===== config.mk =====
export PLATFORM = sky130hd
export DESIGN_NAME = lge_ctrl
export DESIGN_NICKNAME = d
export VERILOG_FILES = /design/src/design/lge_pkg.sv /design/src/design/lge_ctrl.sv
export SDC_FILE = /design/constraint.sdc
export NUM_CORES = 1
export LEC_CHECK = 0
export BUFFER_PORTS_ARGS = -buffer_cell sky130_fd_sc_hd__clkbuf_2
export CAP_MARGIN = 10
export CORE_MARGIN = 3
export CORE_UTILIZATION = 45
export CTS_CLUSTER_DIAMETER = 50
export DETAILED_ROUTE_END_ITERATION = 8
export GPL_TIMING_DRIVEN = 0
export PLACE_DENSITY = 0.81
export SYNTH_ARGS = -nofsm -noshare
export SYNTH_HDL_FRONTEND = slang
export SYNTH_SLANG_ARGS = --single-unit

===== constraint.sdc =====
create_clock -name clk -period 1.8 [get_ports clk]
set_clock_uncertainty 0.15 [all_clocks]
set_input_delay 0.36 -clock clk [delete_from_list [all_inputs] [get_ports clk]]
set_output_delay 0.36 -clock clk [all_outputs]
set_load 0.02 [all_outputs]

===== src/design/lge_pkg.sv =====
`timescale 1ns / 1ps
`default_nettype none
// lge_pkg: shared types and constants of the life grid engine
// no dependencies; used by lge_ctrl, lge_datapath and life_grid_engine

package lge_pkg;

  // configuration register width and reset count
  localparam int CFG_W = 7;
  localparam logic [CFG_W-1:0] CFG_RESET_COUNT = 7'd64;

  // neighbor counts of the b3/s23 rule
  localparam logic [3:0] BIRTH_COUNT = 4'd3;
  localparam logic [3:0] SURVIVE_MIN = 4'd2;
  localparam logic [3:0] SURVIVE_LIM = 4'd4;

  // opcodes
  localparam logic [1:0] OP_WRITE = 2'd0;
  localparam logic [1:0] OP_READ  = 2'd1;
  localparam logic [1:0] OP_STEP  = 2'd2;

  // configuration register indexes
  typedef enum logic [0:0] {
    REG_COLS_IN_USE = 1'b0,
    REG_ROWS_IN_USE = 1'b1
  } cfg_index_t;

  typedef struct packed {
    logic [1:0] opcode;
    logic [5:0] col;
    logic [5:0] row;
    logic       cell_in;
  } item_t;

  typedef struct packed {
    logic cell_out;
    logic in_range;
  } result_t;

  // controller to datapath
  typedef struct packed {
    logic load_item;   // latch the incoming item
    logic acc_issue;   // read the addressed column word
    logic sweep_run;   // column sweep active
    logic sweep_zero;  // sweep writes zero columns (power-up clear)
    logic out_load;    // load the result register
    logic cell_write;  // write back the modified column word
  } cmd_t;

  // datapath to controller
  typedef struct packed {
    logic in_access;   // incoming item is an in-range read or write
    logic in_step;     // incoming item is a step
    logic held_write;  // held item is an in-range write
  } status_t;

endpackage

`default_nettype wire


===== src/design/lge_ctrl.sv =====
`timescale 1ns / 1ps
`default_nettype none
// lge_ctrl: sequencer of the life grid engine
// depends on lge_pkg (cmd_t, status_t)

module lge_ctrl #(
  parameter int MAX_COLS = 64
) (
  input  wire logic                          clk,
  input  wire logic                          rst,
  input  wire logic                          in_valid,
  output      logic                          in_ready,
  output      logic                          out_valid,
  input  wire logic                          out_ready,
  input  wire lge_pkg::status_t              status,
  output      lge_pkg::cmd_t                 cmd,
  output      logic [$clog2(MAX_COLS+2)-1:0] sweep_cnt
);

  localparam int CNT_W = $clog2(MAX_COLS + 2);
  localparam logic [CNT_W-1:0] CNT_LAST = CNT_W'(MAX_COLS + 1);

  typedef enum logic [4:0] {
    S_CLEAR  = 5'b00001,
    S_IDLE   = 5'b00010,
    S_ACCESS = 5'b00100,
    S_STEP   = 5'b01000,
    S_DONE   = 5'b10000
  } state_t;

  state_t           state, state_next;
  logic [CNT_W-1:0] sweep_cnt_q;
  logic [CNT_W-1:0] cnt_next;
  logic             accept;
  logic             out_free;

  assign in_ready  = (state == S_IDLE);
  assign accept    = in_valid && in_ready;
  assign out_free  = !out_valid || out_ready;
  assign sweep_cnt = sweep_cnt_q;

  always_comb begin
    state_next = state;
    cnt_next   = sweep_cnt_q;
    cmd        = '0;
    unique case (state)
      S_CLEAR: begin
        cmd.sweep_run  = 1'b1;
        cmd.sweep_zero = 1'b1;
        cnt_next       = sweep_cnt_q + 1'b1;
        if (sweep_cnt_q == CNT_LAST) begin
          state_next = S_IDLE;
        end
      end
      S_IDLE: begin
        cnt_next = '0;
        if (accept) begin
          cmd.load_item = 1'b1;
          if (status.in_access) begin
            cmd.acc_issue = 1'b1;
            state_next    = S_ACCESS;
          end else if (status.in_step) begin
            state_next = S_STEP;
          end else begin
            state_next = S_DONE;
          end
        end
      end
      S_ACCESS: begin
        state_next = S_DONE;
      end
      S_STEP: begin
        cmd.sweep_run = 1'b1;
        cnt_next      = sweep_cnt_q + 1'b1;
        if (sweep_cnt_q == CNT_LAST) begin
          state_next = S_DONE;
        end
      end
      S_DONE: begin
        if (out_free) begin
          cmd.out_load   = 1'b1;
          cmd.cell_write = status.held_write;
          state_next     = S_IDLE;
        end
      end
      default: begin
        state_next = S_IDLE;
      end
    endcase
  end

  always_ff @(posedge clk) begin
    if (rst) begin
      state       <= S_CLEAR;
      sweep_cnt_q <= '0;
      out_valid   <= 1'b0;
    end else begin
      state       <= state_next;
      sweep_cnt_q <= cnt_next;
      if (cmd.out_load) begin
        out_valid <= 1'b1;
      end else if (out_ready) begin
        out_valid <= 1'b0;
      end
    end
  end

endmodule

`default_nettype wire


Yosys cells after proc, flatten, opt, wreduce, memory -nomap -nowiden
Index checks and enable logic that the tools add are counted.
- bits in registers: 13
- output and inout bits: 15
- muxes and demuxes: 17
- add/sub/neg operators: 1
- reduce and logical (&&, ||, !) cells: 7
- eq/ne operators: 10
- operators by type and width (operator ; count):
    5-bit two-way mux ; 6
    5-bit case mux with 5 select lines ; 1
    7-bit case mux with 2 select lines ; 1
    2-bit two-way mux ; 4
    7-bit by 1-bit adder with 7-bit output (second input constant) ; 1
    7-bit == test (second input constant) ; 1
    2-bit inequality test (second input constant) ; 3
    5-bit by 1-bit == test with 1-bit output (second input constant) ; 1
    5-bit by 2-bit == test with 1-bit output (second input constant) ; 1
    5-bit by 3-bit == test with 1-bit output (second input constant) ; 1
    5-bit by 4-bit == test with 1-bit output (second input constant) ; 1
    5-bit == test (second input constant) ; 1
    1-bit two-way mux ; 5
    4-bit AND reduction ; 1
    2-bit nonzero test ; 2
    2-bit by 1-bit inequality test with 1-bit output (second input constant) ; 1
    2-bit OR reduction ; 1
    1-bit logical AND ; 1
    1-bit logical NOT ; 1
    1-bit logical OR ; 1

Longest topological paths before layout
Gate-level depths: netlist (run 1).
- depth after elaboration: 5
- gate-level depth with buffers: 6
- mapped depth without buffers: 6

Least setup slack after synthesis (run 1)
No wires, ideal clock.
- path type: reg-to-output
- from: register state[3]
- to: output cmd[0] (netlist name)
- path buffers: 0
- setup slack: -0.094 ns
- required time: 1.290 ns
- stages on the path, launching flop included: 5
- arrival: 1.384 ns
- cells stage by stage: dfxtp_1 -> nor3_2 -> nand3b_1 -> nor2b_1 -> and2_1
- RTL lines (element ; RTL line ; text):
    from (decl) ; lge_ctrl.sv:31 ; state_t state, state_next;
    from (signal assigned) ; lge_ctrl.sv:98 ; state <= state_next;
    to (decl) ; lge_ctrl.sv:16 ; output lge_pkg::cmd_t cmd,

==> results of run 1 <==
## logic make-up after synthesis
logic type | after synthesis | synth area share, %
xor gates and xnor gates | 4 | 5.84
buffers and inverters | 6 | 3.26
adders and majority gates | 2 | 3.44
DFF | 13 | 35.7
AOI/OAI and AO/OA | 15 | 14.8
muxes | 1 | 1.37
and+or+nand+nor | 41 | 35.6
## tightest hold or removal path, delay by kind of cell
family,cells,cell delay [ps]
AND/OR/NAND/NOR,2,110
buffers and inverters,1,110
## routing by layer
| layer | vias to the layer above | global-route usage, % | wire length (um) |
|---|---|---|---|
| li1 | 370 | - | - |
| met1 | 372 | 27.1 | 838 |
| met2 | 45 | 36.3 | 1110 |
| met3 | 8 | 6.64 | 180 |
| met4 | 0 | 8.52 | 61 |
| met5 | - | 0 | 0 |
## metrics by stage
step                      setup slack, ps  setup TNS, ps  area (um^2)  hold slack (ps)  std cells
final                                -165           -698         1070              194        131
after global routing                 -220          -1180         1070              201        131
after CTS                            -153           -567         1020              180        130
after detailed placement            -81.4           -136          855              388        118
after global placement              -51.9          -75.8          855              352        118
after floorplan                      1.09              0          731              313         82
## flip-flops by register name, summed over array words and instances, names as in the netlist
name and count:
state 5, sweep_cnt 7, out_valid 1
## how the worst max path moves through the flow
stage | startpoint | to | slack (ps) | cells after the start
6_report | state[3] | cmd[5] | -160 | 4
3_5_place_dp | state[3] | cmd[4] | -80 | 5
4_1_cts | state[2] | cmd[4] | -150 | 5
5_1_grt | state[3] | cmd[5] | -220 | 4
3_3_place_gp | state[3] | cmd[4] | -50 | 5
2_1_floorplan | state[3] | cmd[4] | 1 | 4
## final cells by class
type	instances	area [um^2]	share of cell area, %
sequential	13	273	25.5
clock buffer	4	26.3	2.45
multi-input combinational	63	489	45.7
inverter	4	17.5	1.64
timing repair buffer	31	243	22.7
buffer	1	3.75	0.350
tap	15	18.8	1.75
## layout by cell type, fill, tap and decap left out, drive strengths merged, types with 3 or more instances in the layout
cell type,Yosys,routed
clkbuf,1,22
buf,1,14
dfxtp,13,13
nand2,7,7
a21oi,5,5
nor3,5,5
nand3,4,4
inv,4,4
or3,3,3
nor2,3,3
xor2,3,3
## what timing repair did
item | in CTS | in global routing
buffers inserted | 8 | 2
endpoints found under the setup margin | 9 | 10
gates resized for setup | 24 | 13
pin swaps | 5 | 7
## report_power, final
| group | switching, mW | internal, mW |
|---|---|---|
| Combinational | 0.184 | 0.162 |
| Clock | 0.0898 | 0.0859 |
| Sequential | 0.0481 | 0.313 |
| Total | 0.322 | 0.561 |
## cell usage after synthesis, types with 2 or more instances
master	number	area share [%]
dfxtp_1	13	36
nand2_1	6	3.1
a21oi_1	5	3.4
nand3_1	4	2.7
inv_1	3	1.5
nor2_1	3	1.5
nor3_1	3	2.1
or3_1	3	2.6
a31oi_1	2	1.7
and2_1	2	1.7
and3_1	2	1.7
and4_1	2	2.4
ha_1	2	3.4
nand2b_1	2	1.7
nand3b_1	2	2.1
nand4_1	2	1.7
o31ai_1	2	2.1
xor2_1	2	2.4
==> run summary, run 1 <==
===============================================================================================
Run status ....................................................................... finished with violations
Violations in the final reports .................................................. negative setup slack
Row count ........................................................................           13
Detailed-route DRC error count ...................................................            0
Wire per inst ....................................................................      16.7 um
Fillers ..........................................................................           99
Worst reg2reg path startpoint ....................................................     state[3]
Power Dens Cells .................................................................  824 nW/um^2
First-pass iteration count of the detailed router ................................            4
Count of vias placed by the detailed router ......................................          795
Number of sinks on the clock net .................................................           13
Number of enable-type register cells in the synthesized netlist ..................            0
Crit Path Max Fanout .............................................................            5
Startpoint type of the worst setup path ..........................................         flop
Tot Pwr ..........................................................................       883 uW
Highest clock frequency the design can meet ......................................      509 MHz
Layout cells sized above 1 .......................................................        49.1%
Number of I/O port buffers .......................................................           21
Iteration-0 DRC count of the detailed router .....................................           45
Vias in the first global route ...................................................          720
Net count after synthesis ........................................................           91
Async SR Flop Fraction ...........................................................           0%
Total routing resource utilization after global routing ..........................        22.2%
Antenna viol nets, final .........................................................            0
R2R cell count ...................................................................            7
Weighted congestion reported at the end of routability-driven placement ..........        0.744
Worst IR drop on VDD .............................................................     0.750 mV
Count of hold-fix buffers inserted at cts ........................................            0
Clock tree from TritonCTS ........................................................        built
Buffer levels on the longest clock path ..........................................            2
Top-Level Pins ...................................................................           22
Setup repair after global routing missed its margin ..............................         true
Buf+Inv Stages, Crit Path ........................................................            1
Crit share post-route ............................................................         109%
Starting utilization of the core area ............................................        52.1%
Gate count after technology mapping ..............................................           82
Register-to-register setup slack .................................................         0 ps
Most frequently used flop master after synthesis .................................      dfxtp_1
Antenna fix cells ................................................................            0
Arrival time of data at the critical path endpoint ...............................      1450 ps
Final Max Tran Viols .............................................................            0
Cells along the critical path .................................................... nor3_4, and3_4, and2_1, clkbuf_8
Worst slew margin relative to its limit ..........................................        66.8%
Number of endpoints with negative hold slack in the final report .................            0
First-pass GRT wire length .......................................................      3.32 mm
CTS root buffer ..................................................................     clkbuf_4
Worst hold path depth ............................................................            3
Synthesis-stage register bit count ...............................................           13
Area added between synthesis and finish ..........................................        47.1%
Highest-delay cell along the critical path .......................................      dfxtp_4
Number of antenna violations at the first check in global routing ................            0
Clock input transition at the sequential cells of the worst setup and hold paths .        70 ps
Final net count ..................................................................          126
Lkg Pwr ..........................................................................     0.436 nW
Min-delay worst type ............................................................. input port to flop
Vert. Die Dim ....................................................................      46.2 um
Total standard cell area after synthesis .........................................     728 um^2
Cts bufs inserted ................................................................            3
Die Outline Area .................................................................    2140 um^2
Final cell utilization of the core ...............................................        76.6%
CP Class ......................................................................... flop to output port
Ratio of routed vias to standard cells ...........................................         6.07
Total core area ..................................................................    1400 um^2
Drt total wl .....................................................................      2.19 mm
Reg-to-reg endpoint ..............................................................     state[1]
Worst-Margin Slew ................................................................       498 ps
Synth warn .......................................................................            0
Worst endpoint required time .....................................................      1290 ps
Unique cell type count in the Yosys netlist ......................................           40
Avg Cell Area, Syn ...............................................................    8.88 um^2
Maximum number of pins on one net before global-route repair .....................           11
CP max stage delay ...............................................................       360 ps
H-tree depth .....................................................................            1
Element type at the critical path end ............................................  output port
Crit path setup slack, layout ....................................................      -165 ps
Beginning of the worst hold path .................................................    status[2]
HPWL after detailed placement ....................................................      1.34 mm
Top cell family by delay on the critical path .................................... simple AND/OR/NAND/NOR gates
Count of maximum capacitance violations ..........................................            0
Sequential share of the synthesized area .........................................        35.7%
Crit path time final .............................................................      1960 ps
Horizontal extent of the die .....................................................      46.2 um
Setup violators final ............................................................            6
GRT overflow .....................................................................            0
Sink of the worst hold path ......................................................     state[2]
Clk_lat worst skew ...............................................................       280 ps
===============================================================================================
Power figures use the tool's default switching activity.
==> run 2, diff against run 1 <==
CELL_PAD_IN_SITES_DETAIL_PLACEMENT = 0   (was default)
CELL_PAD_IN_SITES_GLOBAL_PLACEMENT = 1   (was default)
CORE_UTILIZATION = 36   (was 45)
PLACE_DENSITY = 0.86   (was 0.81)
==> run summary, run 2 (synthesis results as in run 1) <==
===============================================================================================
Min-delay worst type ............................................................. input port to flop
Vert. Die Dim ....................................................................      51.0 um
Area used by sequential logic in the layout ......................................     273 um^2
Most common library cell in the layout ignoring fill and taps ....................     clkbuf_2
Multi-input gate area ............................................................     495 um^2
First-pass GRT wire length .......................................................      3.02 mm
Worst slew margin relative to its limit ..........................................        68.7%
Crit path setup slack, layout ....................................................      -158 ps
Weighted congestion reported at the end of routability-driven placement ..........        0.715
Worst IR drop on VDD .............................................................     0.378 mV
Reg-to-reg endpoint ..............................................................     state[1]
Die Outline Area .................................................................    2600 um^2
Setup violators final ............................................................            7
Cts bufs inserted ................................................................            3
Violations in the final reports .................................................. negative setup slack
Buffer levels on the longest clock path ..........................................            2
Sink of the worst hold path ......................................................     state[2]
Antenna fix cells ................................................................            0
Iteration-0 DRC count of the detailed router .....................................           19
Final Max Tran Viols .............................................................            0
Lkg Pwr ..........................................................................     0.439 nW
Met1 Routed Length ...............................................................       818 um
Top-Level Pins ...................................................................           22
Register-to-register setup slack .................................................        80 ps
Worst endpoint required time .....................................................      1290 ps
Arrival time of data at the critical path endpoint ...............................      1450 ps
Buf+Inv Stages, Crit Path ........................................................            1
Crit path time final .............................................................      1960 ps
Setup repair after global routing missed its margin ..............................         true
Area added between synthesis and finish ..........................................        50.9%
GRT overflow .....................................................................            0
Crit share post-route ............................................................         109%
Row count ........................................................................           15
H-tree depth .....................................................................            1
Highest clock frequency the design can meet ......................................      511 MHz
Wire per inst ....................................................................      14.1 um
Count of maximum capacitance violations ..........................................            0
Met3 layer wire length in the routed design ......................................        99 um
Fillers ..........................................................................          169
Run status ....................................................................... finished with violations
Worst-Margin Slew ................................................................       470 ps
Worst hold path depth ............................................................            3
Vias in the first global route ...................................................          700
Number of sinks on the clock net .................................................           13
Highest-delay cell along the critical path .......................................      dfxtp_4
Total core area ..................................................................    1820 um^2
Beginning of the worst hold path .................................................    status[2]
CTS root buffer ..................................................................     clkbuf_4
First-pass iteration count of the detailed router ................................            7
Max Used Layer ...................................................................         met4
Number of antenna violations at the first check in global routing ................            0
Number of endpoints with negative hold slack in the final report .................            0
Count of vias placed by the detailed router ......................................          780
Most frequent cells in the layout ................................................ clkbuf_2 (14), buf_4 (9), dfxtp_1 (7), nand2_1 (6)
Element type at the critical path end ............................................  output port
Maximum number of pins on one net before global-route repair .....................           11
Starting utilization of the core area ............................................        40.0%
Worst reg2reg path startpoint .................................................... sweep_cnt[0]
Ratio of routed vias to standard cells ...........................................         5.53
Detailed-route DRC error count ...................................................            0
Final cell utilization of the core ...............................................        60.3%
Drt total wl .....................................................................      1.99 mm
Number of I/O port buffers .......................................................           21
Routed wire length on met2 .......................................................      1.06 mm
Clock tree from TritonCTS ........................................................        built
Final net count ..................................................................          126
Top cell family by delay on the critical path .................................... simple AND/OR/NAND/NOR gates
Layout cells sized above 1 .......................................................        47.4%
Count of hold-fix buffers inserted at cts ........................................            0
Crit Path Max Fanout .............................................................            3
Cells along the critical path .................................................... nor3_4, nand3b_1, nor2b_2, and2_1, clkbuf_8
HPWL after detailed placement ....................................................      1.24 mm
Startpoint type of the worst setup path ..........................................         flop
CP Class ......................................................................... flop to output port
R2R cell count ...................................................................            5
Horizontal extent of the die .....................................................      51.0 um
Tot Pwr ..........................................................................       880 uW
CP max stage delay ...............................................................       370 ps
Clk_lat worst skew ...............................................................       280 ps
Antenna viol nets, final .........................................................            0
Clock input transition at the sequential cells of the worst setup and hold paths .        90 ps
Power Dens Cells .................................................................  801 nW/um^2
Total routing resource utilization after global routing ..........................        15.4%
Number of flip-flops in the largest register .....................................            7
===============================================================================================
[run 2: cell count changes in the layout (fill, tap and decap cells not counted), sizes merged]
cell	change
clkinv	+1
clkbuf	-2
buf	+2
inv	-1
[run 2: layout make-up]
type | instances | area share (%)
timing repair buffer | 31 | 22.7
inverter | 4 | 1.82
buffer | 1 | 0.342
tap | 25 | 2.85
sequential | 13 | 24.8
clock buffer | 4 | 2.39
multi-input combinational | 63 | 45.1
[run 2: timing repair]
action | in CTS | in global routing
endpoints found under the setup margin | 8 | 9
setup buffers | 6 | 4
resized for setup | 23 | 18
pin swaps | 5 | 6
[run 2: where the power goes]
part	leakage (nW)	internal [mW]	switching, mW	total, mW
combinational	0.316	0.159	0.179	0.338
clock	0.0150	0.0859	0.0981	0.184
sequential	0.108	0.314	0.0437	0.358
[run 2: metrics by stage]
step                setup TNS, ps  cells  cell area, um^2  setup slack [ps]  hold slack [ps]
floorplan                       0     82              731              1.09              313
global placement            -91.3    128              867             -59.8              363
detailed placement           -187    128              867              -110              362
CTS                          -784    138             1020              -185              170
global route                -1260    141             1100              -261              196
finish                       -704    141             1100              -158              172
[run 2: tightest hold or removal path, stage by stage]
cell,delay [ps]
clkbuf_2,110
nand2_1,60
nor3_1,40
[run 2: how the worst max path moves through the flow]
| stage | start | endpoint | slack, ps | depth (start not counted) |
|---|---|---|---|---|
| after floorplan | state[3] | cmd[4] | 1 | 4 |
| after global placement | state[3] | cmd[4] | -60 | 5 |
| after detailed placement | state[3] | cmd[4] | -110 | 5 |
| after CTS | state[3] | cmd[4] | -190 | 5 |
| after global routing | state[2] | cmd[0] | -260 | 5 |
| final | state[2] | cmd[0] | -160 | 5 |
[run 2: per-layer routing]
metal / vias up / global-route usage, %
met4: 0 / 7.62
met1: 375 / 18.2
met3: 2 / 3.79
met2: 29 / 25.5
li1: 374 / -
met5: - / 0
